**src/design/ppfs_pkg.sv**
```systemverilog
// Shared types and constants for the point pick and frustum select unit.
// Used by every module of the block; depends on nothing.
`timescale 1ns / 1ps

package ppfs_pkg;

    localparam int COORD_W   = 16;
    localparam int IDX_W     = 16;
    localparam int DIST_W    = 36;
    localparam int SQ_W      = 32;
    localparam int PROD_W    = 2 * COORD_W;
    localparam int PSUM_W    = PROD_W + 3;
    localparam int CFG_W     = 64;
    localparam int CFG_IDX_W = 3;
    localparam int PLANES    = 4;

    // Select modes; code 3 is unused and gives no results
    typedef enum logic [1:0] {
        MODE_ALL   = 2'd0,
        MODE_PICK  = 2'd1,
        MODE_PLANE = 2'd2
    } mode_t;

    // Configuration register indexes
    typedef enum logic [CFG_IDX_W-1:0] {
        REG_SELECT_MODE = 3'd0,
        REG_PICK_RADIUS = 3'd1,
        REG_PICK_POS    = 3'd2,
        REG_PLANE_ONE   = 3'd3,
        REG_PLANE_TWO   = 3'd4,
        REG_PLANE_THREE = 3'd5,
        REG_PLANE_FOUR  = 3'd6
    } cfg_reg_t;

    // Plane a,b,c,d in Q8.8, a in the low bits
    typedef struct packed {
        logic signed [COORD_W-1:0] d;
        logic signed [COORD_W-1:0] c;
        logic signed [COORD_W-1:0] b;
        logic signed [COORD_W-1:0] a;
    } plane_t;

    // Pick point in Q8.8, x in the low bits
    typedef struct packed {
        logic signed [COORD_W-1:0] z;
        logic signed [COORD_W-1:0] y;
        logic signed [COORD_W-1:0] x;
    } pick_t;

    typedef struct packed {
        logic [1:0]             mode;
        logic [DIST_W-1:0]      radius;
        pick_t                  pick;
        plane_t [PLANES-1:0]    planes;
    } cfg_t;

    // One point after the input register
    typedef struct packed {
        logic                      valid;
        logic                      last;
        logic [IDX_W-1:0]          idx;
        logic signed [COORD_W-1:0] x;
        logic signed [COORD_W-1:0] y;
        logic signed [COORD_W-1:0] z;
    } pt_t;

    // One point after the product registers
    typedef struct packed {
        logic                               valid;
        logic                               last;
        logic [IDX_W-1:0]                   idx;
        logic [2:0][SQ_W-1:0]               sq;
        logic [PLANES-1:0][2:0][PROD_W-1:0] pp;
    } prod_t;

endpackage

```
**src/design/ppfs_eval.sv**
```systemverilog
// Evaluation stage: distance compare, pick tracking, plane test and result register.
// Depends on ppfs_pkg.
`timescale 1ns / 1ps

module ppfs_eval
(
    input  logic                          clk,
    input  logic                          rst_n,
    input  ppfs_pkg::cfg_t                cfg,
    input  ppfs_pkg::prod_t               prod,
    output logic                          ready,
    output logic                          out_valid,
    input  logic                          out_ready,
    output logic [ppfs_pkg::IDX_W-1:0]    out_index,
    output logic                          out_hit,
    output logic                          out_end
);

    localparam int PW = ppfs_pkg::PSUM_W;

    logic                          found_reg;
    logic                          found_next;
    logic [ppfs_pkg::DIST_W-1:0]   best_reg;
    logic [ppfs_pkg::DIST_W-1:0]   best_next;
    logic [ppfs_pkg::IDX_W-1:0]    best_idx_reg;
    logic [ppfs_pkg::IDX_W-1:0]    best_idx_next;
    logic                          out_valid_reg;
    logic                          out_valid_next;
    logic [ppfs_pkg::IDX_W-1:0]    out_index_reg;
    logic [ppfs_pkg::IDX_W-1:0]    out_index_next;
    logic                          out_hit_reg;
    logic                          out_hit_next;
    logic                          out_end_reg;
    logic                          out_end_next;

    logic                          advance;
    logic [ppfs_pkg::DIST_W-1:0]   sq_dist;
    logic [ppfs_pkg::DIST_W-1:0]   limit;
    logic [ppfs_pkg::DIST_W-1:0]   bound;
    logic                          closer;
    logic signed [PW-1:0]          psum [ppfs_pkg::PLANES];
    logic [ppfs_pkg::PLANES-1:0]   in_plane;
    logic                          in_all;

    assign ready   = !out_valid_reg || out_ready;
    assign advance = prod.valid && ready;

    // Squared distance; three 32-bit squares never reach the 36-bit limit
    assign sq_dist = ppfs_pkg::DIST_W'(prod.sq[0]) + ppfs_pkg::DIST_W'(prod.sq[1])
                   + ppfs_pkg::DIST_W'(prod.sq[2]);
    assign limit = (cfg.radius == '0) ? '1 : cfg.radius;
    assign bound = found_reg ? best_reg : limit;
    assign closer = sq_dist < bound;

    // Plane sums in Q19.16; inside when strictly negative
    always_comb
    begin
        for (int p = 0; p < ppfs_pkg::PLANES; p++)
        begin
            psum[p] = PW'($signed(prod.pp[p][0])) + PW'($signed(prod.pp[p][1]))
                    + PW'($signed(prod.pp[p][2]))
                    + (PW'(cfg.planes[p].d) <<< 8);
            in_plane[p] = psum[p][PW-1];
        end
    end
    assign in_all = &in_plane;

    // Track the best point and clear it at the end of a run
    always_comb
    begin
        found_next    = found_reg;
        best_next     = best_reg;
        best_idx_next = best_idx_reg;
        if (advance)
        begin
            if (prod.last)
            begin
                found_next    = 1'b0;
                best_next     = limit;
                best_idx_next = '0;
            end
            else if (cfg.mode == ppfs_pkg::MODE_PICK && closer)
            begin
                found_next    = 1'b1;
                best_next     = sq_dist;
                best_idx_next = prod.idx;
            end
        end
    end

    // Load a new result or release the one that was taken
    always_comb
    begin
        out_valid_next = out_valid_reg;
        out_index_next = out_index_reg;
        out_hit_next   = out_hit_reg;
        out_end_next   = out_end_reg;
        if (advance)
        begin
            out_valid_next = 1'b0;
            out_index_next = '0;
            out_hit_next   = 1'b0;
            out_end_next   = prod.last;
            case (cfg.mode)
                ppfs_pkg::MODE_ALL:
                begin
                    out_valid_next = 1'b1;
                    out_index_next = prod.idx;
                    out_hit_next   = 1'b1;
                end
                ppfs_pkg::MODE_PICK:
                begin
                    out_valid_next = prod.last;
                    if (closer)
                    begin
                        out_index_next = prod.idx;
                        out_hit_next   = 1'b1;
                    end
                    else if (found_reg)
                    begin
                        out_index_next = best_idx_reg;
                        out_hit_next   = 1'b1;
                    end
                end
                ppfs_pkg::MODE_PLANE:
                begin
                    out_valid_next = in_all || prod.last;
                    if (in_all)
                    begin
                        out_index_next = prod.idx;
                        out_hit_next   = 1'b1;
                    end
                end
                default: ;
            endcase
        end
        else if (out_ready)
        begin
            out_valid_next = 1'b0;
        end
    end

    always_ff @(posedge clk or negedge rst_n)
    begin
        if (!rst_n)
        begin
            found_reg     <= 1'b0;
            best_reg      <= '1;
            best_idx_reg  <= '0;
            out_valid_reg <= 1'b0;
        end
        else
        begin
            found_reg     <= found_next;
            best_reg      <= best_next;
            best_idx_reg  <= best_idx_next;
            out_valid_reg <= out_valid_next;
        end
    end

    always_ff @(posedge clk)
    begin
        out_index_reg <= out_index_next;
        out_hit_reg   <= out_hit_next;
        out_end_reg   <= out_end_next;
    end

    assign out_valid = out_valid_reg;
    assign out_index = out_index_reg;
    assign out_hit   = out_hit_reg;
    assign out_end   = out_end_reg;

`ifndef NO_ASSERTIONS
    // End of a run leaves no pick state behind
    assert property (@(posedge clk) disable iff (!rst_n)
        advance && prod.last |=> !found_reg)
        else $error("pick state not cleared at end of run");

    // A result that does not close a run always names a point
    assert property (@(posedge clk) disable iff (!rst_n)
        out_valid_reg && !out_end_reg |-> out_hit_reg)
        else $error("non-closing result without a hit");

    // Pick mode gives nothing before the last point
    assert property (@(posedge clk) disable iff (!rst_n)
        advance && !prod.last && cfg.mode == ppfs_pkg::MODE_PICK |=> !out_valid_reg)
        else $error("pick mode result before end of run");

    // Pick state holds on points outside pick mode
    assert property (@(posedge clk) disable iff (!rst_n)
        advance && cfg.mode != ppfs_pkg::MODE_PICK && !prod.last
        |=> found_reg == $past(found_reg))
        else $error("pick state changed outside pick mode");
`endif

endmodule

```
**config.mk**
```make
export PLATFORM = sky130hd
export DESIGN_NAME = ppfs_eval
export DESIGN_NICKNAME = d
export VERILOG_FILES = /design/src/design/ppfs_pkg.sv /design/src/design/ppfs_eval.sv
export SDC_FILE = /design/constraint.sdc
export NUM_CORES = 1
export LEC_CHECK = 0
export ABC_AREA = 1
export BUFFER_PORTS_ARGS = -buffer_cell sky130_fd_sc_hd__buf_2
export CORE_AREA = 2 2 332 334
export DETAILED_ROUTE_END_ITERATION = 16
export DIE_AREA = 0 0 334 336
export GPL_TIMING_DRIVEN = 0
export SLEW_MARGIN = 20
export SYNTH_ARGS = -nofsm -noshare
export SYNTH_HDL_FRONTEND = slang
export SYNTH_SLANG_ARGS = --single-unit
```
**constraint.sdc**
```tcl
create_clock -name clk -period 4 [get_ports clk]
set_clock_uncertainty 0.2 [all_clocks]
set_input_delay 0.6 -clock clk [delete_from_list [all_inputs] [get_ports clk]]
set_output_delay 0.6 -clock clk [all_outputs]
set_load 0.01 [all_outputs]
```
==> metrics <==
status finished with violations; violated checks setup timing; Min Hold Slack 0.0967 ns; Initial Util 0.143; worst vdd ir between 0.2 and 0.25 mV; Arr. time, crit path roughly 4.7 ns; Synth area leaders fa_1, ha_1, nand2_1; ys async rst share 0.750; GRT overflow 0; Die H around 340 um; CTS Hold Bufs 0; combinational share of power 0.712; most frequent cells after synthesis nand2_1, fa_1, ha_1; GRT Total Usage 0.154; Max Cap Viol 0; I/O pin cnt between 800 and 900; Reg area ~1900 um2; total CTS buffers 9; IO buf count between 600 and 700; Critical Path Fanout Max 6; # rows approximately 120; worst-margin pin slew approximately 0.96 ns; Final min period 4.70 ns; Ys Warns 0; final WL 89,200 um; EDFF count, synth 18; Detailed Routing Iterations Pass 1 5; Reg power frac 0.152; fill cell count roughly 12,000; Final Cycle Share 1.17; layout cells sized above 1 0.380; CTS root buffer clkbuf_16; Synth Register Bits between 70 and 80; CP Capture Type flip-flop; top-count cell post-synth nand2_1; critical path startpoint prod[385]; unrepaired setup endpoints after global routing yes; GP Congestion 0.920; htree depth 3; Max Clk Rate 213 MHz; Reg2Reg Setup Slack -0.33 ns; Startpoint Class input port; Post-Syn Area roughly 16,000 um2; Final Hold Viols 0; P_leak between 10 and 15 nW; chip width about 330 um; hpwl dp just over 80,000 um; Slew Viols, Final 0; internal cell power ~3.7 mW; fin util 0.207; initial antenna violation count about 120; max reg flops 36; Sw Share 0.485; Clk pwr share 0.135; syn_nets ~3,100; Rel. slew slack 0.363; routed len/inst between 20 and 25 um; vias in the first global route around 16,000; worst path bufs/invs 5; worst-skew pair later-pin latency 0.36 ns; post-synthesis cell count around 1,800; Max Buffers Root-to-Sink 2; Synth area leader fa_1; Top FF cell, synth dfstp_2; Layout Nets around 3,800; max incr delay on CP 0.47 ns; via density per instance 4.12; Worst R2R Start found_reg; CTS Sinks slightly above 70; synthesized area per cell 8.62 um2; Setup CP Type input port to flip-flop; family with the most delay on the worst path adder cells; core area 108,000 um2; share of the synthesized area in the top cell type 0.332; drt initial violations 880; NetSw roughly 3.4 mW; final setup fails 70; Vias roughly 16,000; die area ~110,000 um2; synth-to-layout area growth 44.4%; Residual DRC 0; area of the multi-input gates between 10,000 and 15,000 um2; Unique masters post-synth 45; reg2reg end best_idx_reg[15]; Setup WS post-layout -0.699 ns; clock-pin slew on the worst setup and hold paths roughly 0.080 ns; Worst EP required between 4 and 5 ns; first-pass GRT wire length around 120,000 um; HP Class input port to async pin; slowest CP cell fa_2; power per cell area roughly 320 nW/um2; crit-path cells buf_6 -> fa_2 -> ha_4 -> fa_2 -> nand2_2 -> nand2_2 -> o21ai_4 -> o21ai_4 -> a21o_1 -> buf_4 -> xor2_1 -> ha_1 -> a21oi_1 -> o21a_1 -> o221ai_2 -> a21oi_4 -> nor2_4 -> nor2_8 -> buf_6 -> nand4_4 -> buf_12 -> buf_8 -> nand3_2 -> nand2_1; WP depth 24; FF-to-FF path depth 20; TritonCTS clock tree built; post-route ant nets 0; largest net degree at the start of global routing 55; Seq/Total Area, Yosys 0.125
## power groups by stage
stage	logic (mW)	clock network, mW	registers (mW)
after global routing	5.80	0.999	1.10
after CTS	4.98	0.969	1.07
after global placement	4.52	0	1.07
after detailed placement	4.62	0	1.08
after floorplan	2.92	0	1.07
final	5.07	0.964	1.08
## routing by layer
layer	vias up	GRT usage	routed length (um)
li1	7443	-	-
met2	814	0.233	37600
met4	64	0.0160	1380
met1	7685	0.205	37700
met3	183	0.0697	12100
met5	-	0	427
## metrics by stage
step / instance area [um2] / instances / setup TNS (ns) / setup slack (ns) / power [mW]
global placement: 20700 / 3836 / -93.77 / -1.51 / 5.59
floorplan: 15900 / 1800 / -27.47 / -0.452 / 3.99
CTS: 21900 / 3883 / -44.20 / -0.677 / 7.02
detailed placement: 20800 / 3837 / -94.35 / -1.50 / 5.69
finish: 22400 / 3932 / -45.19 / -0.699 / 7.11
global route: 22300 / 3898 / -58.09 / -0.884 / 7.90
## cell type report
class                      instances  share of cell area
buffer                            47              0.0144
tap                             1414              0.0790
clock inverter                     7             0.00486
sequential                        72              0.0864
clock buffer                       9              0.0101
timing repair buffer             659               0.160
inverter                         125              0.0211
antenna                           43             0.00480
multi-input combinational       1556               0.619
## cell usage in the layout, fill, tap and decap left out, drive strengths merged, types with 5 or more instances in the layout
cell type | netlist | routed
buf | 23 | 677
nand2 | 413 | 413
fa | 257 | 257
ha | 216 | 216
nand3 | 179 | 179
nor2 | 147 | 147
inv | 125 | 129
o21ai | 112 | 112
a21oi | 106 | 106
diode | 0 | 43
clkbuf | 24 | 38
dfstp | 36 | 36
nand4 | 24 | 24
dfrtp | 18 | 18
edfxtp | 18 | 18
xor2 | 15 | 15
nor3 | 13 | 13
a31oi | 10 | 10
and2 | 10 | 10
a21o | 8 | 8
o21a | 8 | 8
or2 | 7 | 7
nor4 | 5 | 5
xnor2 | 5 | 5
## worst register-to-register path: stages (launching register included)
cell and delay [ns]:
dfrtp_1 0.35, buf_2 0.16, inv_1 0.27, clkbuf_1 0.46
clkbuf_1 0.58, nand2_1 0.11, o21ai_0 0.17, ha_4 0.27
a21oi_2 0.12, nor2_1 0.08, a211oi_4 0.19, o21ai_1 0.10
nand4_1 0.13, nand3_4 0.13, nor2_8 0.20, buf_6 0.13
nand4_4 0.10, buf_12 0.21, buf_8 0.14, nand3_2 0.06
nand2_1 0.06
## what timing repair did
action | CTS | global route
gates cloned | 5 | 2
buffers inserted | 25 | 5
pin swaps | 47 | 68
endpoints found under the setup margin | 71 | 71
resized for setup | 110 | 84
## worst max path at each step
| stage | endpoint |
|---|---|
| 2_1_floorplan | out_index[1] |
| 3_3_place_gp | out_hit |
| 3_5_place_dp | out_hit |
| 4_1_cts | out_index[9] |
| 5_1_grt | best_reg[17] |
| 6_report | best_idx_reg[15] |
## logic make-up (layout without fill, tap and decap cells)
family                     count (synthesis)  count (layout)  share of synthesized area
and+or+nand+nor                          803             803                      0.223
adders and majority gates                473             473                      0.506
AOI/OAI and AO/OA                        260             260                     0.0904
buffers and inverters                    172             847                     0.0450
DFF                                       72              72                      0.125
xor gates and xnor gates                  20              20                     0.0113
other                                      0              43                          0
Note: power is estimated with default switching activity, not from simulation.
