<file path="src/design/ppfs_pkg.sv">
// Shared types and constants for the point pick and frustum select unit.
// Used by every module of the block; depends on nothing.
`timescale 1ns / 1ps

package ppfs_pkg;

    localparam int COORD_W   = 16;
    localparam int IDX_W     = 16;
    localparam int DIST_W    = 36;
    localparam int SQ_W      = 32;
    localparam int PROD_W    = 2 * COORD_W;
    localparam int PSUM_W    = PROD_W + 3;
    localparam int CFG_W     = 64;
    localparam int CFG_IDX_W = 3;
    localparam int PLANES    = 4;

    // Select modes; code 3 is unused and gives no results
    typedef enum logic [1:0] {
        MODE_ALL   = 2'd0,
        MODE_PICK  = 2'd1,
        MODE_PLANE = 2'd2
    } mode_t;

    // Configuration register indexes
    typedef enum logic [CFG_IDX_W-1:0] {
        REG_SELECT_MODE = 3'd0,
        REG_PICK_RADIUS = 3'd1,
        REG_PICK_POS    = 3'd2,
        REG_PLANE_ONE   = 3'd3,
        REG_PLANE_TWO   = 3'd4,
        REG_PLANE_THREE = 3'd5,
        REG_PLANE_FOUR  = 3'd6
    } cfg_reg_t;

    // Plane a,b,c,d in Q8.8, a in the low bits
    typedef struct packed {
        logic signed [COORD_W-1:0] d;
        logic signed [COORD_W-1:0] c;
        logic signed [COORD_W-1:0] b;
        logic signed [COORD_W-1:0] a;
    } plane_t;

    // Pick point in Q8.8, x in the low bits
    typedef struct packed {
        logic signed [COORD_W-1:0] z;
        logic signed [COORD_W-1:0] y;
        logic signed [COORD_W-1:0] x;
    } pick_t;

    typedef struct packed {
        logic [1:0]             mode;
        logic [DIST_W-1:0]      radius;
        pick_t                  pick;
        plane_t [PLANES-1:0]    planes;
    } cfg_t;

    // One point after the input register
    typedef struct packed {
        logic                      valid;
        logic                      last;
        logic [IDX_W-1:0]          idx;
        logic signed [COORD_W-1:0] x;
        logic signed [COORD_W-1:0] y;
        logic signed [COORD_W-1:0] z;
    } pt_t;

    // One point after the product registers
    typedef struct packed {
        logic                               valid;
        logic                               last;
        logic [IDX_W-1:0]                   idx;
        logic [2:0][SQ_W-1:0]               sq;
        logic [PLANES-1:0][2:0][PROD_W-1:0] pp;
    } prod_t;

endpackage

</file>
<file path="src/design/ppfs_front.sv">
// Input register and point counter of the point pick and frustum select unit.
// Depends on ppfs_pkg.
`timescale 1ns / 1ps

module ppfs_front
(
    input  logic                              clk,
    input  logic                              rst_n,
    input  logic                              in_valid,
    output logic                              in_ready,
    input  logic [3*ppfs_pkg::COORD_W-1:0]    in_data,
    input  logic                              in_last,
    input  logic                              next_ready,
    output ppfs_pkg::pt_t                     pt
);

    logic                         valid_reg;
    logic                         valid_next;
    logic [ppfs_pkg::IDX_W-1:0]   count_reg;
    logic [ppfs_pkg::IDX_W-1:0]   count_next;
    ppfs_pkg::pt_t                pt_reg;
    ppfs_pkg::pt_t                pt_next;
    logic                         accept;

    assign in_ready = !valid_reg || next_ready;
    assign accept   = in_valid && in_ready;

    // Number the point; restart after the last one, wrap at the counter width
    always_comb
    begin
        valid_next = valid_reg;
        count_next = count_reg;
        pt_next    = pt_reg;
        if (accept)
        begin
            valid_next   = 1'b1;
            pt_next.last = in_last;
            pt_next.idx  = count_reg;
            pt_next.x    = in_data[ppfs_pkg::COORD_W-1:0];
            pt_next.y    = in_data[2*ppfs_pkg::COORD_W-1:ppfs_pkg::COORD_W];
            pt_next.z    = in_data[3*ppfs_pkg::COORD_W-1:2*ppfs_pkg::COORD_W];
            count_next   = in_last ? '0 : count_reg + 1'b1;
        end
        else if (next_ready)
        begin
            valid_next = 1'b0;
        end
        pt_next.valid = valid_next;
    end

    always_ff @(posedge clk or negedge rst_n)
    begin
        if (!rst_n)
        begin
            valid_reg <= 1'b0;
            count_reg <= '0;
        end
        else
        begin
            valid_reg <= valid_next;
            count_reg <= count_next;
        end
    end

    always_ff @(posedge clk)
    begin
        pt_reg <= pt_next;
    end

    always_comb
    begin
        pt       = pt_reg;
        pt.valid = valid_reg;
    end

endmodule

</file>
<file path="config.mk">
export PLATFORM = sky130hd
export DESIGN_NAME = ppfs_front
export DESIGN_NICKNAME = d
export VERILOG_FILES = /design/src/design/ppfs_pkg.sv /design/src/design/ppfs_front.sv
export SDC_FILE = /design/constraint.sdc
export NUM_CORES = 1
export LEC_CHECK = 0
export BUFFER_PORTS_ARGS = -buffer_cell sky130_fd_sc_hd__buf_2
export CAP_MARGIN = 10
export CORE_MARGIN = 2
export CORE_UTILIZATION = 50
export CTS_BUF_LIST = sky130_fd_sc_hd__clkbuf_4
export CTS_CLUSTER_SIZE = 24
export DETAILED_ROUTE_END_ITERATION = 6
export GPL_ROUTABILITY_DRIVEN = 0
export PLACE_DENSITY = 0.93
export SLEW_MARGIN = 0
export SYNTH_ARGS = -nofsm -noshare
export SYNTH_HDL_FRONTEND = slang
export SYNTH_SLANG_ARGS = --single-unit
</file>
<file path="constraint.sdc">
create_clock -name clk -period 6.6 [get_ports clk]
set_input_delay 0.66 -clock clk [delete_from_list [all_inputs] [get_ports clk]]
set_output_delay 0.66 -clock clk [all_outputs]
set_load 0.05 [all_outputs]
</file>
==> results of run 1 <==
-- layout make-up --
| type | instances | area share, % |
|---|---|---|
| Sequential cell | 82 | 65.27 |
| Timing Repair Buffer | 120 | 16.56 |
| Multi-Input combinational cell | 69 | 12.16 |
| Tap cell | 72 | 2.473 |
| Clock buffer | 9 | 1.855 |
| Clock inverter | 7 | 1.477 |
| Inverter | 2 | 0.2061 |
-- power groups by stage --
stage                     sequential, mW  combinational (mW)  clock, mW
after floorplan                    0.696              0.0272          0
after global placement             0.616               0.147          0
after detailed placement           0.618               0.151          0
after CTS                          0.606               0.151      0.256
after global routing               0.609               0.157      0.280
final                              0.606               0.149      0.250
-- stage by stage --
step	hold WS, ns	std cells
after floorplan	0.3644	157
after global placement	0.4780	345
after detailed placement	0.4784	345
after CTS	0.1317	361
after global routing	0.1321	361
final	0.1269	361
-- cells in the final DEF, fill, tap and decap left out, types with 3 or more instances in the layout --
| cell type | instances |
|---|---|
| nand2_1 | 8 |
| xor2_1 | 5 |
| a21oi_1 | 7 |
| nand4_1 | 4 |
| buf_2 | 119 |
| edfxtp_1 | 65 |
| o21ai_0 | 7 |
| clkbuf_4 | 9 |
| clkinvlp_4 | 3 |
| nor2_1 | 5 |
| dfrtp_1 | 17 |
| or3_1 | 5 |
| nand3_1 | 5 |
-- routing by layer --
layer,GRT usage [%],vias up,wire [um]
met5,0,-,0
met3,7.240,9,524
met2,31.43,76,2886
met4,8.103,0,91
li1,-,855,-
met1,21.42,831,2230
-- critical path, delay by kind of cell (launching register included) --
family                 cells  cell delay [ns]
and+or+nand+nor            1             0.40
DFF                        1             0.37
buffers and inverters      1             0.25
-- cells by family after synthesis --
| logic type | synth area share (%) |
|---|---|
| and+or+nand+nor | 9.278 |
| DFF | 83.15 |
| AOI/OAI and AO/OA | 3.851 |
| muxes | 0.3938 |
| xor gates and xnor gates | 1.532 |
| buffers and inverters | 1.357 |
| adders and majority gates | 0.4376 |
-- worst max-delay path by stage --
stage | start | to | slack, ns | depth (start not counted)
detailed placement | next_ready | pt[47] | 4.40 | 5
global placement | next_ready | pt[21] | 4.44 | 5
global route | valid_reg | in_ready | 4.44 | 2
CTS | valid_reg | in_ready | 4.49 | 2
finish | valid_reg | in_ready | 4.51 | 2
floorplan | next_ready | pt[0] | 3.61 | 4
==> impl_metrics.env, run 1 <==
export IMPL_ys_ff_latch=82
export IMPL_cp_max_fo=12
export IMPL_grt_pass1_wl_um=8390
export IMPL_syn_to_final_growth_pct=27.40
export IMPL_via_per_inst=4.906
export IMPL_cts_htree_levels=3
export IMPL_fillCellCount=389
export IMPL_skew_ns=0.01608
export IMPL_slowest_stage="or2b_2"
export IMPL_first_iter_violations=134
export IMPL_final_util_pct=66.14
export IMPL_cts_buffers_inserted=9
export IMPL_peakVddDrop_v=0.0001227
export IMPL_crit_chain="or2b_2, buf_2"
export IMPL_antenna_left=0
export IMPL_crit_reg2reg_launch="valid_reg"
export IMPL_slew_headroom_pct=48.82
export IMPL_fp_dieW_um=79.62
export IMPL_syn_area_sq_um=2859
export IMPL_worstSkewPairLatency_ns=0.43
export IMPL_drc=0
export IMPL_cts_resized_gates=0
export IMPL_portBuffers=119
export IMPL_rr_endpoint="pt[21]"
export IMPL_vias=1771
export IMPL_ys_seq_area_share_pct=83.15
export IMPL_grt_pass1_vias=1654
export IMPL_setup_ws_ns=4.505
export IMPL_ys_async_sr_fraction_pct=20.73
export IMPL_placed_area_sq_um=3521
export IMPL_wl_per_cell_um=15.88
export IMPL_nets=338
export IMPL_yosysMostFrequentCell="edfxtp_1"
export IMPL_hold_viol=0
export IMPL_p_leak_nw=1.552
export IMPL_antenna_found_initial=0
export IMPL_avgSynthCellArea_sq_um=18.21
export IMPL_cp_slowest_stage_delay_ns=0.40
export IMPL_yosys_top_cells_area="edfxtp_1 (68%), dfrtp_1 (15%), xor2_1 (1.5%), a21oi_1 (1.2%), o21ai_0 (1.2%)"
export IMPL_place_ws_ns=4.396
export IMPL_multi_input_area_sq_um=442.9
export IMPL_worstHoldPathType="in2async"
export IMPL_synth_edf_count=65
export IMPL_synth_top_area_cell="edfxtp_1"
export IMPL_layout_min_cycle_time_ns=2.095
export IMPL_clockBufferDepth=2
export IMPL_cts_setup_buffers=0
export IMPL_grt_max_degree=66
export IMPL_setup_tns_final_ns=0
export IMPL_antennaDiodeCount=0
export IMPL_cp_start_kind="register"
export IMPL_wl_um=5732
export IMPL_maxCapViolations=0
export IMPL_total_power_mw=1.005
export IMPL_rows=27
export IMPL_synth_fp_nets=211
export IMPL_cts_tree="built"
export IMPL_crit_type="reg2out"
export IMPL_p_clk_share_pct=24.9
export IMPL_dr_pass1_iters=5
export IMPL_synthTopCellsByCount="edfxtp_1 (65), dfrtp_1 (17), nand2_1 (8)"
export IMPL_post_dp_hpwl_um=4284
export IMPL_synth_top_flop_cell="edfxtp_1"
export IMPL_grt_use_total_pct=18.76
export IMPL_internal_power_mw=0.7064
export IMPL_required_ns=5.94
export IMPL_regToRegSetupSlack_ns=4.69
export IMPL_layout_drive_gt1_share_pct=50.52
export IMPL_die_y_um=79.62
export IMPL_worst_setup_path_end_kind="output pin"
export IMPL_ff_latch_area_sq_um=2377
export IMPL_powerDensity_nw_per_um2=275.9
export IMPL_clk_pin_slew_ns=0.14
export IMPL_largest_reg_flops=65
export IMPL_synth_distinct_cells=32
export IMPL_drv_slew=0
export IMPL_finalInstanceArea_sq_um=3642
export IMPL_finalSetupViolations=0
export IMPL_initial_core_util_pct=51.92
export IMPL_power_frac_seq_pct=60.3
export IMPL_switching_share_pct=29.69
export IMPL_root_buffer="clkbuf_4"
export IMPL_outcome="finished, final reports clean"
export IMPL_syn_instance_count=157
export IMPL_final_period_utilization_pct=31.74
export IMPL_core_area_sq_um=5507
export IMPL_yosysWarnings=0
export IMPL_switchingPower_mw=0.2983
export IMPL_arrival_ns=1.43
export IMPL_cts_hold_buf=0
export IMPL_rsz0062_at_grt="false"
export IMPL_p_comb_share_pct=14.8
export IMPL_fmax_ghz=0.4774
export IMPL_tightest_slew_ns=0.7677
export IMPL_dieArea_sq_um=6339
export IMPL_synthDominantCellAreaShare_pct=68.27
export IMPL_io_pins=120
export IMPL_worstRegToRegCells=4
export IMPL_grt_remaining_overflow=0
export IMPL_cts_sinks=82
Note: power is estimated with default switching activity, not from simulation.
==> run 2: changes to the inputs <==
--- a/config.mk
+++ b/config.mk
@@ -8,12 +8,12 @@
 export BUFFER_PORTS_ARGS = -buffer_cell sky130_fd_sc_hd__buf_2
 export CAP_MARGIN = 10
 export CORE_MARGIN = 2
-export CORE_UTILIZATION = 50
+export CORE_UTILIZATION = 49
 export CTS_BUF_LIST = sky130_fd_sc_hd__clkbuf_4
 export CTS_CLUSTER_SIZE = 24
 export DETAILED_ROUTE_END_ITERATION = 6
 export GPL_ROUTABILITY_DRIVEN = 0
-export PLACE_DENSITY = 0.93
+export PLACE_DENSITY = 0.92
 export SLEW_MARGIN = 0
 export SYNTH_ARGS = -nofsm -noshare
 export SYNTH_HDL_FRONTEND = slang
==> constraint.sdc (replaced) <==
create_clock -name clk -period 1.99 [get_ports clk]
set_input_delay 0.199 -clock clk [delete_from_list [all_inputs] [get_ports clk]]
set_output_delay 0.199 -clock clk [all_outputs]
set_load 0.05 [all_outputs]
==> run 2 against run 1 <==
  * Via count increased by 18%
  * Count of clock-buffer cells in the layout is 1 higher
  * Flip-flop and latch count unchanged
  * Critical path type is now reg2reg
  * Register-to-register slack got worse by 4.4 ns
==> impl_metrics.env, run 2 (synthesis gave the netlist of run 1 again) <==
export IMPL_outcome="finished, final reports clean"
export IMPL_fillCellCount=315
export IMPL_layout_drive_gt1_share_pct=43.20
export IMPL_fmax_ghz=0.5909
export IMPL_cp_max_fo=8
export IMPL_antennaDiodeCount=0
export IMPL_fp_dieW_um=80.39
export IMPL_antenna_found_initial=0
export IMPL_syn_to_final_growth_pct=45.30
export IMPL_wl_um=7450
export IMPL_cp_start_kind="register"
export IMPL_slew_headroom_pct=73.85
export IMPL_vias=2087
export IMPL_peakVddDrop_v=0.0004429
export IMPL_tightest_slew_ns=0.3922
export IMPL_nets=387
export IMPL_hold_viol=0
export IMPL_p_leak_nw=1.768
export IMPL_worstHoldPathType="in2reg"
export IMPL_dr_wl_met3_um=675
export IMPL_finalSetupViolations=0
export IMPL_layout_min_cycle_time_ns=1.692
export IMPL_via_per_inst=5.090
export IMPL_met2_length_um=3758
export IMPL_dieArea_sq_um=6462
export IMPL_skew_ns=0.01414
export IMPL_worstSkewPairLatency_ns=0.43
export IMPL_worst_setup_path_end_kind="register"
export IMPL_io_pins=120
export IMPL_cts_buffers_inserted=9
export IMPL_multi_input_area_sq_um=461.7
export IMPL_final_common_cell="buf_2"
export IMPL_arrival_ns=2.05
export IMPL_final_period_utilization_pct=85.04
export IMPL_maxCapViolations=0
export IMPL_wl_per_cell_um=18.17
export IMPL_cts_sinks=82
export IMPL_rows=27
export IMPL_crit_reg2reg_launch="count_reg[0]"
export IMPL_rsz0062_at_grt="false"
export IMPL_largest_reg_flops=65
export IMPL_finalHoldWorstSlack_ns=0.02392
export IMPL_cts_htree_levels=3
export IMPL_hold_start="in_last"
export IMPL_initial_core_util_pct=51.29
export IMPL_ff_latch_area_sq_um=2377
export IMPL_grt_use_total_pct=24.04
export IMPL_cp_startpoint="count_reg[0]"
export IMPL_drc=0
export IMPL_first_iter_violations=128
export IMPL_root_buffer="clkbuf_4"
export IMPL_grt_pass1_wl_um=11000
export IMPL_die_y_um=80.39
export IMPL_post_dp_hpwl_um=4266
export IMPL_cts_tree="built"
export IMPL_crit_type="reg2reg"
export IMPL_final_cell_mix="buf_2 (119), edfxtp_1 (65), dlygate4sd3_1 (49), dfrtp_1 (17), clkbuf_4 (10)"
export IMPL_dr_pass1_iters=4
export IMPL_powerDensity_nw_per_um2=825.9
export IMPL_cts_setup_buffers=0
export IMPL_drv_slew=0
export IMPL_required_ns=2.34
export IMPL_top_layer="met4"
export IMPL_clk_pin_slew_ns=0.12
export IMPL_portBuffers=119
export IMPL_wl_met1_um=2888
export IMPL_grt_pass1_vias=2057
export IMPL_grt_max_degree=66
export IMPL_grt_remaining_overflow=0
export IMPL_antenna_left=0
export IMPL_setup_tns_final_ns=0
export IMPL_clockBufferDepth=2
export IMPL_core_area_sq_um=5574
-- run 2: cell count changes in the layout (fill, tap and decap cells not counted), sizes merged --
cell	previous run	this run
clkbuf	9	10
clkinv	3	5
clkinvlp	3	1
dlygate4sd3	0	49
inv	3	2
-- run 2: repair_timing --
item	CTS	global route
gates resized for setup	0	0
hold endpoints to repair	65	0
hold buffers	49	0
-- run 2: per-layer routing --
metal | vias to the layer above | track usage, %
met1 | 1013 | 28.23
li1 | 955 | -
met5 | - | 0
met3 | 15 | 8.876
met2 | 104 | 40.58
met4 | 0 | 8.644
-- run 2: through the flow --
step	cells	instance area [sq um]	worst slack, ns	total power, mW	utilization (%)
finish	410	4154	0.2977	3.431	74.52
global placement	345	3556	0.3825	2.540	63.79
floorplan	157	2897	-0.1608	2.409	-
global route	410	4154	0.1773	3.551	74.52
detailed placement	345	3556	0.3259	2.560	63.79
CTS	410	4154	0.3024	3.411	74.52
-- run 2: layout make-up --
class | count | area share (%)
clock buffers | 10 | 1.807
clock inverters | 6 | 0.7831
inverters | 2 | 0.2711
multi-input cells | 69 | 11.11
flip-flops and latches | 82 | 57.23
well taps | 72 | 2.169
repair buffers | 169 | 26.63
-- run 2: critical path: stages, from the launching register on --
cell,delay (ns)
dfrtp_1,0.42
ha_1,0.20
and2_2,0.18
nand3_2,0.15
or4_1,0.54
a21oi_1,0.15
-- run 2: path summary, 6_finish.rpt --
| path | endpoint | slack, ns | cells after the start |
|---|---|---|---|
| worst max-delay path | count_reg[10] | 0.30 | 5 |
| worst min-delay path | pt[64] | 0.02 | 1 |
| worst max register to register | count_reg[10] | 0.30 | 5 |
| worst min register to register | pt[49] | 0.53 | 0 |
| max in group asynchronous | count_reg[11] | 1.49 | 2 |
| min in group asynchronous | count_reg[0] | 0.21 | 2 |
-- run 2: power by group --
part	internal [mW]	switching, mW	leakage (nW)
Combinational	0.185	0.413	0.843
Clock	0.263	0.556	0.0677
Sequential	1.97	0.0468	0.857
Total	2.41	1.02	1.77
