`config.mk`:
```
export PLATFORM = sky130hd
export DESIGN_NAME = ppfs_cfg
export DESIGN_NICKNAME = d
export VERILOG_FILES = /design/src/design/ppfs_pkg.sv /design/src/design/ppfs_cfg.sv
export SDC_FILE = /design/constraint.sdc
export NUM_CORES = 1
export LEC_CHECK = 0
export ABC_AREA = 1
export BUFFER_PORTS_ARGS = -buffer_cell sky130_fd_sc_hd__buf_2
export CAP_MARGIN = 10
export CORE_UTILIZATION = 53
export CTS_BUF_LIST = sky130_fd_sc_hd__clkbuf_2 sky130_fd_sc_hd__clkbuf_4 sky130_fd_sc_hd__clkbuf_8
export DETAILED_ROUTE_END_ITERATION = 8
export PLACE_DENSITY_LB_ADDON = 0.08
export SYNTH_ARGS = -nofsm -noshare
export SYNTH_HDL_FRONTEND = slang
export SYNTH_SLANG_ARGS = --single-unit
```
`constraint.sdc`:
```
create_clock -name clk -period 0.85 [get_ports clk]
set_clock_uncertainty 0.15 [all_clocks]
set_input_delay 0.085 -clock clk [delete_from_list [all_inputs] [get_ports clk]]
set_output_delay 0.085 -clock clk [all_outputs]
set_load 0.01 [all_outputs]
```
`src/design/ppfs_pkg.sv`:
```
// Shared types and constants for the point pick and frustum select unit.
// Used by every module of the block; depends on nothing.
`timescale 1ns / 1ps

package ppfs_pkg;

    localparam int COORD_W   = 16;
    localparam int IDX_W     = 16;
    localparam int DIST_W    = 36;
    localparam int SQ_W      = 32;
    localparam int PROD_W    = 2 * COORD_W;
    localparam int PSUM_W    = PROD_W + 3;
    localparam int CFG_W     = 64;
    localparam int CFG_IDX_W = 3;
    localparam int PLANES    = 4;

    // Select modes; code 3 is unused and gives no results
    typedef enum logic [1:0] {
        MODE_ALL   = 2'd0,
        MODE_PICK  = 2'd1,
        MODE_PLANE = 2'd2
    } mode_t;

    // Configuration register indexes
    typedef enum logic [CFG_IDX_W-1:0] {
        REG_SELECT_MODE = 3'd0,
        REG_PICK_RADIUS = 3'd1,
        REG_PICK_POS    = 3'd2,
        REG_PLANE_ONE   = 3'd3,
        REG_PLANE_TWO   = 3'd4,
        REG_PLANE_THREE = 3'd5,
        REG_PLANE_FOUR  = 3'd6
    } cfg_reg_t;

    // Plane a,b,c,d in Q8.8, a in the low bits
    typedef struct packed {
        logic signed [COORD_W-1:0] d;
        logic signed [COORD_W-1:0] c;
        logic signed [COORD_W-1:0] b;
        logic signed [COORD_W-1:0] a;
    } plane_t;

    // Pick point in Q8.8, x in the low bits
    typedef struct packed {
        logic signed [COORD_W-1:0] z;
        logic signed [COORD_W-1:0] y;
        logic signed [COORD_W-1:0] x;
    } pick_t;

    typedef struct packed {
        logic [1:0]             mode;
        logic [DIST_W-1:0]      radius;
        pick_t                  pick;
        plane_t [PLANES-1:0]    planes;
    } cfg_t;

    // One point after the input register
    typedef struct packed {
        logic                      valid;
        logic                      last;
        logic [IDX_W-1:0]          idx;
        logic signed [COORD_W-1:0] x;
        logic signed [COORD_W-1:0] y;
        logic signed [COORD_W-1:0] z;
    } pt_t;

    // One point after the product registers
    typedef struct packed {
        logic                               valid;
        logic                               last;
        logic [IDX_W-1:0]                   idx;
        logic [2:0][SQ_W-1:0]               sq;
        logic [PLANES-1:0][2:0][PROD_W-1:0] pp;
    } prod_t;

endpackage

```
`src/design/ppfs_cfg.sv`:
```
// Configuration register file of the point pick and frustum select unit.
// Depends on ppfs_pkg.
`timescale 1ns / 1ps

module ppfs_cfg
(
    input  logic                            clk,
    input  logic                            rst_n,
    input  logic                            cfg_we,
    input  logic [ppfs_pkg::CFG_IDX_W-1:0]  cfg_index,
    input  logic [ppfs_pkg::CFG_W-1:0]      cfg_data,
    output ppfs_pkg::cfg_t                  cfg
);

    ppfs_pkg::cfg_t cfg_reg;
    ppfs_pkg::cfg_t cfg_next;

    // Decode the write; drop writes to unknown indexes
    always_comb
    begin
        cfg_next = cfg_reg;
        if (cfg_we)
        begin
            case (ppfs_pkg::cfg_reg_t'(cfg_index))
                ppfs_pkg::REG_SELECT_MODE: cfg_next.mode   = cfg_data[1:0];
                ppfs_pkg::REG_PICK_RADIUS: cfg_next.radius = cfg_data[ppfs_pkg::DIST_W-1:0];
                ppfs_pkg::REG_PICK_POS:
                    cfg_next.pick = ppfs_pkg::pick_t'(cfg_data[3*ppfs_pkg::COORD_W-1:0]);
                ppfs_pkg::REG_PLANE_ONE:   cfg_next.planes[0] = ppfs_pkg::plane_t'(cfg_data);
                ppfs_pkg::REG_PLANE_TWO:   cfg_next.planes[1] = ppfs_pkg::plane_t'(cfg_data);
                ppfs_pkg::REG_PLANE_THREE: cfg_next.planes[2] = ppfs_pkg::plane_t'(cfg_data);
                ppfs_pkg::REG_PLANE_FOUR:  cfg_next.planes[3] = ppfs_pkg::plane_t'(cfg_data);
                default: ;
            endcase
        end
    end

    always_ff @(posedge clk or negedge rst_n)
    begin
        if (!rst_n)
            cfg_reg <= '0;
        else
            cfg_reg <= cfg_next;
    end

    assign cfg = cfg_reg;

endmodule

```
==> flow_summary.toml, run 1 <==
[cts]
clk_pin_slew_ps = 70
insertion_delay_ps = 600
clkSinkCount = 342
cts_tree = "built"
cts-buffers-inserted = 54
cts_max_level = 2
cts_buffer_depth = 3
clock_tree.root_cell = "clkbuf_8"

[synthesis]
synth_top_family_by_area = "simple AND/OR/NAND/NOR gates"
ys_seq_area_frac = 0.642
synth_area_leaders = "dfrtp_1 (64%), nand2_1 (25%), nand3_1 (5.6%)"
netlist.area_leader.share = 0.642
syn_area_per_cell_sq_um = 9.04
synth-compound-area-share = 0
ys_types = 15
yosys.area.top_type = "dfrtp_1"
syn_inst = 1475
syn_nets = 1545
yosys.area_share.simple = 0.313
yosys-mux-area-fraction = 0
synth_fa_ha_area_frac = 0
yosys_warnings = 0
synth_xor_area_frac = 0
netlist_area_sq_um = 13300
ys_seq_elements = 342

[sta]
slew_viol_final = 0
worst_slew_pin_slew_ps = 705
min_period_over_period = 1.66
setup_violations = 818
fin_hold_ws_ps = -71.4
rsz0062_at_grt = "true"
slew-limit-headroom = 0.529
post-route-min-period_ps = 1410
worst_slack_ps = -560
finalHoldViolations = 24
fmax_mhz = 709

[finish]
nets = 2222
drive_above_1_share = 0.391
fin_util = 0.854
largest_reg_flops = 342
syn_to_final_growth_pct = 57.0
final_cell_mix = "nand2_1 (776), dfrtp_1 (342), buf_2 (258)"
final_common_cell = "nand2_1"

[floorplanning]
die_height_microns = 161
coreArea_sq_um = 24500
fp.dieArea_sq_um = 25800
start_util = 0.544
rows = 57
die_x_microns = 161
io_pins = 412

[placement]
hpwl_microns = 28300
io_buffers = 411
place_ws_ps = -507
place.gp.congestion = 0.893

[pwr]
p_clk_frac = 0.297
netSwitchingFraction = 0.310
p_comb_frac = 0.291
p_total_uw = 52700
switchingPower_uw = 16300
leakagePower_uw = 0.0117
power.density_nw_per_um2 = 2520
p_seq_frac = 0.412
ir_drop_uv = 2100
internal_power_uw = 36300

[detailed_routing]
wire_per_inst_microns = 20.5
drt_iter0_drc = 1589
viasPerCell = 5.49
via_count = 13845
routed_wl_microns = 51600
detail_route.drc_violations = 0
detail-route-antenna-nets = 0
dr.pass1.iters = 6

[grt]
track_usage = 0.356
gr-total-overflow = 0
grt_first_pass_wirelength_microns = 70900
grt_pass1_vias = 12892
grt_max_degree = 48
antenna_found_initial = 4

[setup_path]
cp_data_arrival_time_ps = 1180
critPathBufInv = 1
cp_slowest_cell = "dfrtp_1"
cp_slowest_stage_delay_ps = 430
crit_required_ps = 610
end_kind = "primary output"
crit_fanout = 2
crit_type = "flop to primary output"
path_delay_family = "flip-flops"
cp-start-kind = "flop"
crit_chain = "buf_2"

[run]
maxCapViolCount = 0

[hold_path]
hold_class = "input port to async pin"

[status]
violations = "negative hold slack, negative setup slack"
outcome = "finished with violations"
cell usage after synthesis:
| library cell | number |
|---|---|
| clkbuf_1 | 8 |
| inv_1 | 4 |
| buf_2 | 29 |
| buf_1 | 2 |
| buf_4 | 23 |
| buf_6 | 20 |
| dfrtp_1 | 342 |
| nand2_1 | 882 |
| nand3_1 | 150 |
| nand2_2 | 5 |
| inv_2 | 2 |
| nor2_2 | 3 |
| nor2_8 | 1 |
| nand2_4 | 1 |
| nor2_4 | 3 |
final timing paths:
check,startpoint,endpoint,slack [ps],cells after the start
max,cfg[104]$_DFFE_PN0P_,cfg[104],-560,1
min,rst_n,cfg[256]$_DFFE_PN0P_,-70,2
max reg2reg,cfg[104]$_DFFE_PN0P_,cfg[104]$_DFFE_PN0P_,-160,3
min reg2reg,cfg[202]$_DFFE_PN0P_,cfg[202]$_DFFE_PN0P_,320,2
max in group asynchronous,rst_n,cfg[60]$_DFFE_PN0P_,-210,4
min in group clk,cfg_index[0],cfg[307]$_DFFE_PN0P_,-70,6
cell families (layout without fill, tap and decap cells):
group                  count (synthesis)  after routing
buffers and inverters                 88            805
AND/OR/NAND/NOR                     1045           1045
other                                  0              5
flip-flops                           342            342
metal layers:
layer  part of all wire  GRT usage  wire [microns]
met1               0.35      0.448           18300
met2               0.48      0.576           25000
met3               0.10     0.0912            5380
met4              0.058      0.174            3020
met5                  0          0               0
power by group through the flow:
| stage | combinational (uW) | clock (uW) | sequential, uW |
|---|---|---|---|
| floorplan | 2910 | 0 | 22600 |
| global placement | 9540 | 0 | 21200 |
| detailed placement | 9780 | 0 | 21200 |
| CTS | 12600 | 15500 | 21200 |
| global route | 16300 | 16400 | 21900 |
| finish | 15300 | 15700 | 21700 |
layout make-up:
class / instances / area, sq um
antenna: 5 / 12.5
clock buffer: 91 / 1100
clock inverter: 5 / 103
fill: 1271 / 3590
inverter: 6 / 62.6
multi-input combinational: 1045 / 4510
sequential: 342 / 8560
tap: 324 / 405
timing repair buffer: 703 / 6200
what timing repair did:
action,CTS,global route
buffers inserted,106,94
endpoints found under the setup margin,342,776
hold buffers,65,1
endpoints found under the hold margin,684,345
gates resized for setup,174,231
pin swaps,25,64
metrics by stage:
| stage | std cells | cell area, sq um | setup TNS, ps |
|---|---|---|---|
| 2_1_floorplan | 1475 | 13600 | -10520 |
| 3_3_place_gp | 2189 | 16200 | -138160 |
| 3_5_place_dp | 2189 | 16200 | -147230 |
| 4_1_cts | 2456 | 19600 | -204430 |
| 5_1_grt | 2520 | 20900 | -259950 |
| 6_report | 2521 | 20900 | -221050 |
No activity file was read; power rests on OpenSTA's default activity.
==> inputs of run 2 (changes only) <==
ABC_AREA = default   (was 1)
SETUP_SLACK_MARGIN = 0.3   (was default)
==> run 2 against run 1 <==
Effect of this change: the flow still finishes with violations (negative hold slack, negative setup slack); core utilization grew 8.4 points; count of clock-buffer cells in the layout grew 4; sequential power grew 6%; critical path type unchanged; largest power group is now combinational logic; synthesized cell count shrank 51%; critical endpoint is now cfg[296]; wire length grew 5.9%; cell count shrank 24%; clock power shrank 4%; highest routed layer unchanged; via count shrank 24%.
==> flow_summary.toml, run 2 <==
[placement]
hpwl_microns = 24400
placed_area_sq_um = 16900
place.gp.congestion = 0.788
io_buffers = 411
place_ws_ps = -675

[floorplanning]
start_util = 0.543
die_height_microns = 160
fp.dieArea_sq_um = 25600
die_x_microns = 160
coreArea_sq_um = 24400
rows = 57
io_pins = 412

[synthesis]
synth_edf_count = 0
syn_area_per_cell_sq_um = 18.2
yosys.area.top_type = "dfrtp_1"
synth_common_cells = "dfrtp_1 (342), mux2_2 (241), mux2_4 (101)"
ys.flop_type = "dfrtp_1"
synth_fa_ha_area_frac = 0
yosys_warnings = 0
synth_top_family_by_area = "multiplexers"
synth.most_common_cell = "dfrtp_1"
ys_seq_area_frac = 0.647
ys_seq_elements = 342
synthArstFlopShare = 1.00
yosys.area_share.simple = 0.00577
synth_area_leaders = "dfrtp_1 (65%), mux2_2 (21%), mux2_4 (11%)"
synth-compound-area-share = 0
netlist.area_leader.share = 0.647
syn_inst = 728
yosys-mux-area-fraction = 0.320
synth_xor_area_frac = 0
ys_types = 11
syn_nets = 798
netlist_area_sq_um = 13200

[setup_path]
r2r_end = "cfg[283]$_DFFE_PN0P_"
cp-start-kind = "flop"
end_kind = "primary output"
critPathBufInv = 2
crit_fanout = 2
path_delay_family = "flip-flops"
crit_chain = "buf_6 > buf_6"
crit_type = "flop to primary output"
rrSetupSlack_ps = -370
rr_worst_depth = 3
endpoint = "cfg[296]"
rr_startpoint = "cfg[283]$_DFFE_PN0P_"
worstSetupPathDepth = 2
cpMostUsedCell = "buf_6"
cp_slowest_stage_delay_ps = 430
cp_data_arrival_time_ps = 1290
cp_slowest_cell = "dfrtp_1"
crit_required_ps = 610
crit_start = "cfg[296]$_DFFE_PN0P_"

[hold_path]
hold_class = "input port to async pin"

[pwr]
p_comb_frac = 0.378
leakagePower_uw = 0.0118
p_clk_frac = 0.246
p_total_uw = 61500
internal_power_uw = 43000
power.density_nw_per_um2 = 2690
p_seq_frac = 0.376
ir_drop_uv = 1950
netSwitchingFraction = 0.302
switchingPower_uw = 18600

[sta]
fin_hold_ws_ps = -825
worst_slew_pin_slew_ps = 359
fmax_mhz = 658
post-route-min-period_ps = 1520
min_period_over_period = 1.79
worst_slack_ps = -670
rsz0062_at_grt = "true"
finalHoldViolations = 684
slew_viol_final = 0
setup_violations = 684
slew-limit-headroom = 0.760

[finish]
final_cell_mix = "buf_6 (463), dfrtp_1 (342), mux2_4 (267)"
final_common_cell = "buf_6"
fin_util = 0.938
syn_to_final_growth_pct = 72.9
largest_reg_flops = 342
design_area_sq_um = 22900
drive_above_1_share = 0.782
nets = 1610

[cts]
clk_pin_slew_ps = 80
insertion_delay_ps = 570
cts_tree = "built"
cts_max_level = 2
clock_tree.root_cell = "clkbuf_8"
cts_buffer_depth = 3
clkSinkCount = 342
cts-buffers-inserted = 53

[detailed_routing]
detail_route.drc_violations = 0
wire_per_inst_microns = 28.7
detail-route-antenna-nets = 0
dr.pass1.iters = 4
drt_iter0_drc = 748
viasPerCell = 5.48
via_count = 10464
routed_wl_microns = 54700

[grt]
grt_first_pass_wirelength_microns = 62500
grt_max_degree = 45
antenna_found_initial = 4
gr-total-overflow = 0
grt_pass1_vias = 10205
track_usage = 0.324

[run]
maxCapViolCount = 0

[status]
violations = "negative hold slack, negative setup slack"
outcome = "finished with violations"
run 2: timing repair:
| item | in CTS | in global routing |
|---|---|---|
| hold endpoints to repair | 684 | 684 |
| resized for setup | 437 | 249 |
| endpoints found under the setup margin | 684 | 684 |
| buffers inserted | 110 | 120 |
| gates cloned | 6 | 4 |
| pin swaps | 2 | 3 |
run 2: logic make-up (layout without fill, tap and decap cells):
group                  after synthesis  after routing
and+or+nand+nor                      7              7
other                                0              2
DFF                                342            342
muxes                              342            342
buffers and inverters               37            891
run 2: power by group through the flow:
stage | clock network, uW | registers (uW) | logic (uW)
floorplan | 0 | 23600 | 4170
global placement | 0 | 21800 | 12700
detailed placement | 0 | 22000 | 13000
CTS | 14600 | 22100 | 18400
global route | 15800 | 23300 | 24000
finish | 15100 | 23100 | 23300
run 2: worst min path at each step:
| stage | depth (start not counted) | end | from | slack, ps |
|---|---|---|---|---|
| floorplan | 0 | cfg[0]$_DFFE_PN0P_ | rst_n | -360 |
| global placement | 1 | cfg[59]$_DFFE_PN0P_ | rst_n | -220 |
| detailed placement | 1 | cfg[59]$_DFFE_PN0P_ | rst_n | -220 |
| CTS | 1 | cfg[60]$_DFFE_PN0P_ | rst_n | -830 |
| global route | 1 | cfg[59]$_DFFE_PN0P_ | rst_n | -840 |
| finish | 1 | cfg[59]$_DFFE_PN0P_ | rst_n | -820 |
run 2: area by class of cell:
cell class                      instances  area (sq um)
Clock buffer                           95          1130
Tap cell                              324           405
Multi-Input combinational cell        349          4950
Fill cell                             673          1510
Antenna cell                            2          5.00
Clock inverter                          2          12.5
Sequential cell                       342          8560
Timing Repair Buffer                  794          7820
run 2: routing by layer:
| layer | vias to the layer above | track usage | routed length [microns] |
|---|---|---|---|
| met5 | - | 0 | 0 |
| met4 | 0 | 0.129 | 3420 |
| met3 | 198 | 0.0891 | 4250 |
| met2 | 622 | 0.539 | 27300 |
| met1 | 5442 | 0.403 | 19800 |
| li1 | 4202 | - | - |
run 2: through the flow:
stage | cells | TNS (ps) | hold WS [ps]
final | 1908 | -239880 | -825
after global routing | 1908 | -251010 | -841
after CTS | 1782 | -212540 | -834
after detailed placement | 1569 | -202910 | -224
after global placement | 1569 | -196280 | -222
after floorplan | 728 | -98670 | -361
==> inputs of run 3 (changes only) <==
PLACE_DENSITY = 0.82   (was default)
PLACE_DENSITY_LB_ADDON = default   (was 0.08)
clock period = 1.5 ns   (was 0.85 ns; I/O delays follow)
==> run 3 against run 2 <==
Effect of this change: the flow finishes with violations (negative hold slack); sequential power fell by 44%; wire length fell by 9.7%; die area did not move; total power fell by 48%; register-to-register slack improved by 600 ps; global-route usage fell by 0.24 points; cell count fell by 3.4%; largest power group is now registers.
==> flow_summary.toml, run 3 (synthesis results as in run 2) <==
[detailed_routing]
wire_per_inst_microns = 26.8
drt_iter0_drc = 740
viasPerCell = 5.56
highest_layer = "met4"
wl_met3_microns = 4030
detail-route-antenna-nets = 0
routed_wl_microns = 49400
wl_met2_microns = 24900
dr.pass1.iters = 5
detail_route.drc_violations = 0
via_count = 10238
wirelength_met1_microns = 17100

[pwr]
internal_power_uw = 22000
p_clk_frac = 0.266
ir_drop_uv = 1410
switchingPower_uw = 9760
leakagePower_uw = 0.0102
power.density_nw_per_um2 = 1560
p_seq_frac = 0.405
netSwitchingFraction = 0.307
p_comb_frac = 0.329

[cts]
cts_max_level = 2
clk_pin_slew_ps = 80
cts_buffer_depth = 3
clock_tree.root_cell = "clkbuf_8"
cts_tree = "built"
insertion_delay_ps = 550
cts-buffers-inserted = 53
cts_hold_buffers = 65
clkSinkCount = 342

[finish]
diodes = 0
final_common_cell = "dfrtp_1"
syn_to_final_growth_pct = 54.3
drive_above_1_share = 0.729
largest_reg_flops = 342
final_cell_mix = "dfrtp_1 (342), buf_2 (242), buf_4 (240)"
nets = 1553
fin_util = 0.838

[setup_path]
end_kind = "primary output"
cp-start-kind = "flop"
path_delay_family = "flip-flops"
critPathBufInv = 1
cp_slowest_stage_delay_ps = 450
cp_data_arrival_time_ps = 1180
crit_chain = "buf_2"
r2r_end = "cfg[288]$_DFFE_PN0P_"
worstSetupPathDepth = 1
rr_worst_depth = 3
crit_required_ps = 1200
rrSetupSlack_ps = 230
crit_type = "flop to primary output"
crit_fanout = 2
rr_startpoint = "cfg[288]$_DFFE_PN0P_"
cp_slowest_cell = "dfrtp_1"

[sta]
min_period_over_period = 0.989
rsz0062_at_grt = "true"
finalHoldViolations = 31
fin_hold_ws_ps = -41.6
post-route-min-period_ps = 1480
setup_tns_ps = 0
worst_slew_pin_slew_ps = 403
setup_violations = 0
slew_viol_final = 0
fmax_mhz = 674
slew-limit-headroom = 0.732

[grt]
gr-total-overflow = 0
track_usage = 0.322
grt_max_degree = 49
antenna_found_initial = 0
grt_first_pass_wirelength_microns = 62600
grt_pass1_vias = 10480

[status]
violations = "negative hold slack"
outcome = "finished with violations"

[placement]
place.gp.congestion = 0.792
io_buffers = 411
hpwl_microns = 22400

[floorplanning]
coreArea_sq_um = 24400
fp.dieArea_sq_um = 25600
io_pins = 412
die_height_microns = 160
rows = 57
start_util = 0.543
die_x_microns = 160

[hold_path]
hold_class = "input port to async pin"

[run]
maxCapViolCount = 0
run 3: cell types whose count changed in the layout (fill, tap and decap cells not counted), sizes merged:
| cell | change |
|---|---|
| clkinv | +4 |
| diode | -2 |
| clkbuf | -12 |
| clkinvlp | -1 |
| buf | -119 |
| dlygate4sd3 | +65 |
run 3: area by class of cell:
type	count	area, sq um
Sequential cell	342	8560
Multi-Input combinational cell	349	4360
Timing Repair Buffer	737	5990
Tap cell	324	405
Clock buffer	86	1090
Fill cell	1058	3960
Clock inverter	5	25.0
run 3: power by group through the flow:
| stage | Combinational, uW | Clock (uW) | Sequential, uW |
|---|---|---|---|
| 2_1_floorplan | 2320 | 0 | 13400 |
| 3_3_place_gp | 6330 | 0 | 12400 |
| 3_5_place_dp | 6510 | 0 | 12500 |
| 4_1_cts | 8470 | 8140 | 12400 |
| 5_1_grt | 10800 | 8890 | 13000 |
| 6_report | 10500 | 8460 | 12900 |
run 3: layer usage:
metal | track usage | vias to the layer above
li1 | - | 4096
met1 | 0.377 | 5210
met2 | 0.548 | 701
met3 | 0.0803 | 231
met4 | 0.168 | 0
met5 | 0 | -
run 3: stage by stage:
| step | std cells | total power [uW] | worst slack [ps] | instance area (sq um) |
|---|---|---|---|---|
| 3_3_place_gp | 1466 | 18700 | -62.9 | 16000 |
| 5_1_grt | 1843 | 32700 | 2.15 | 20400 |
| 6_report | 1843 | 31800 | 16.7 | 20400 |
| 3_5_place_dp | 1466 | 19000 | -93.3 | 16000 |
| 2_1_floorplan | 728 | 15700 | 167 | 13300 |
| 4_1_cts | 1737 | 29000 | 60.2 | 19300 |
run 3: how the worst max path moves through the flow:
| stage | start | endpoint | slack, ps |
|---|---|---|---|
| after global routing | cfg[101]$_DFFE_PN0P_ | cfg[101] | 2 |
| after floorplan | cfg_index[2] | cfg[282]$_DFFE_PN0P_ | 170 |
| after detailed placement | cfg_index[1] | cfg[114]$_DFFE_PN0P_ | -90 |
| after CTS | cfg[256]$_DFFE_PN0P_ | cfg[256] | 60 |
| after global placement | cfg_index[1] | cfg[114]$_DFFE_PN0P_ | -60 |
| final | cfg[101]$_DFFE_PN0P_ | cfg[101] | 20 |
run 3: timing repair:
action	4_1_cts	5_1_grt
endpoints found under the hold margin	684	31
gates resized for setup	130	60
setup endpoints to repair	342	342
buffers inserted	115	106
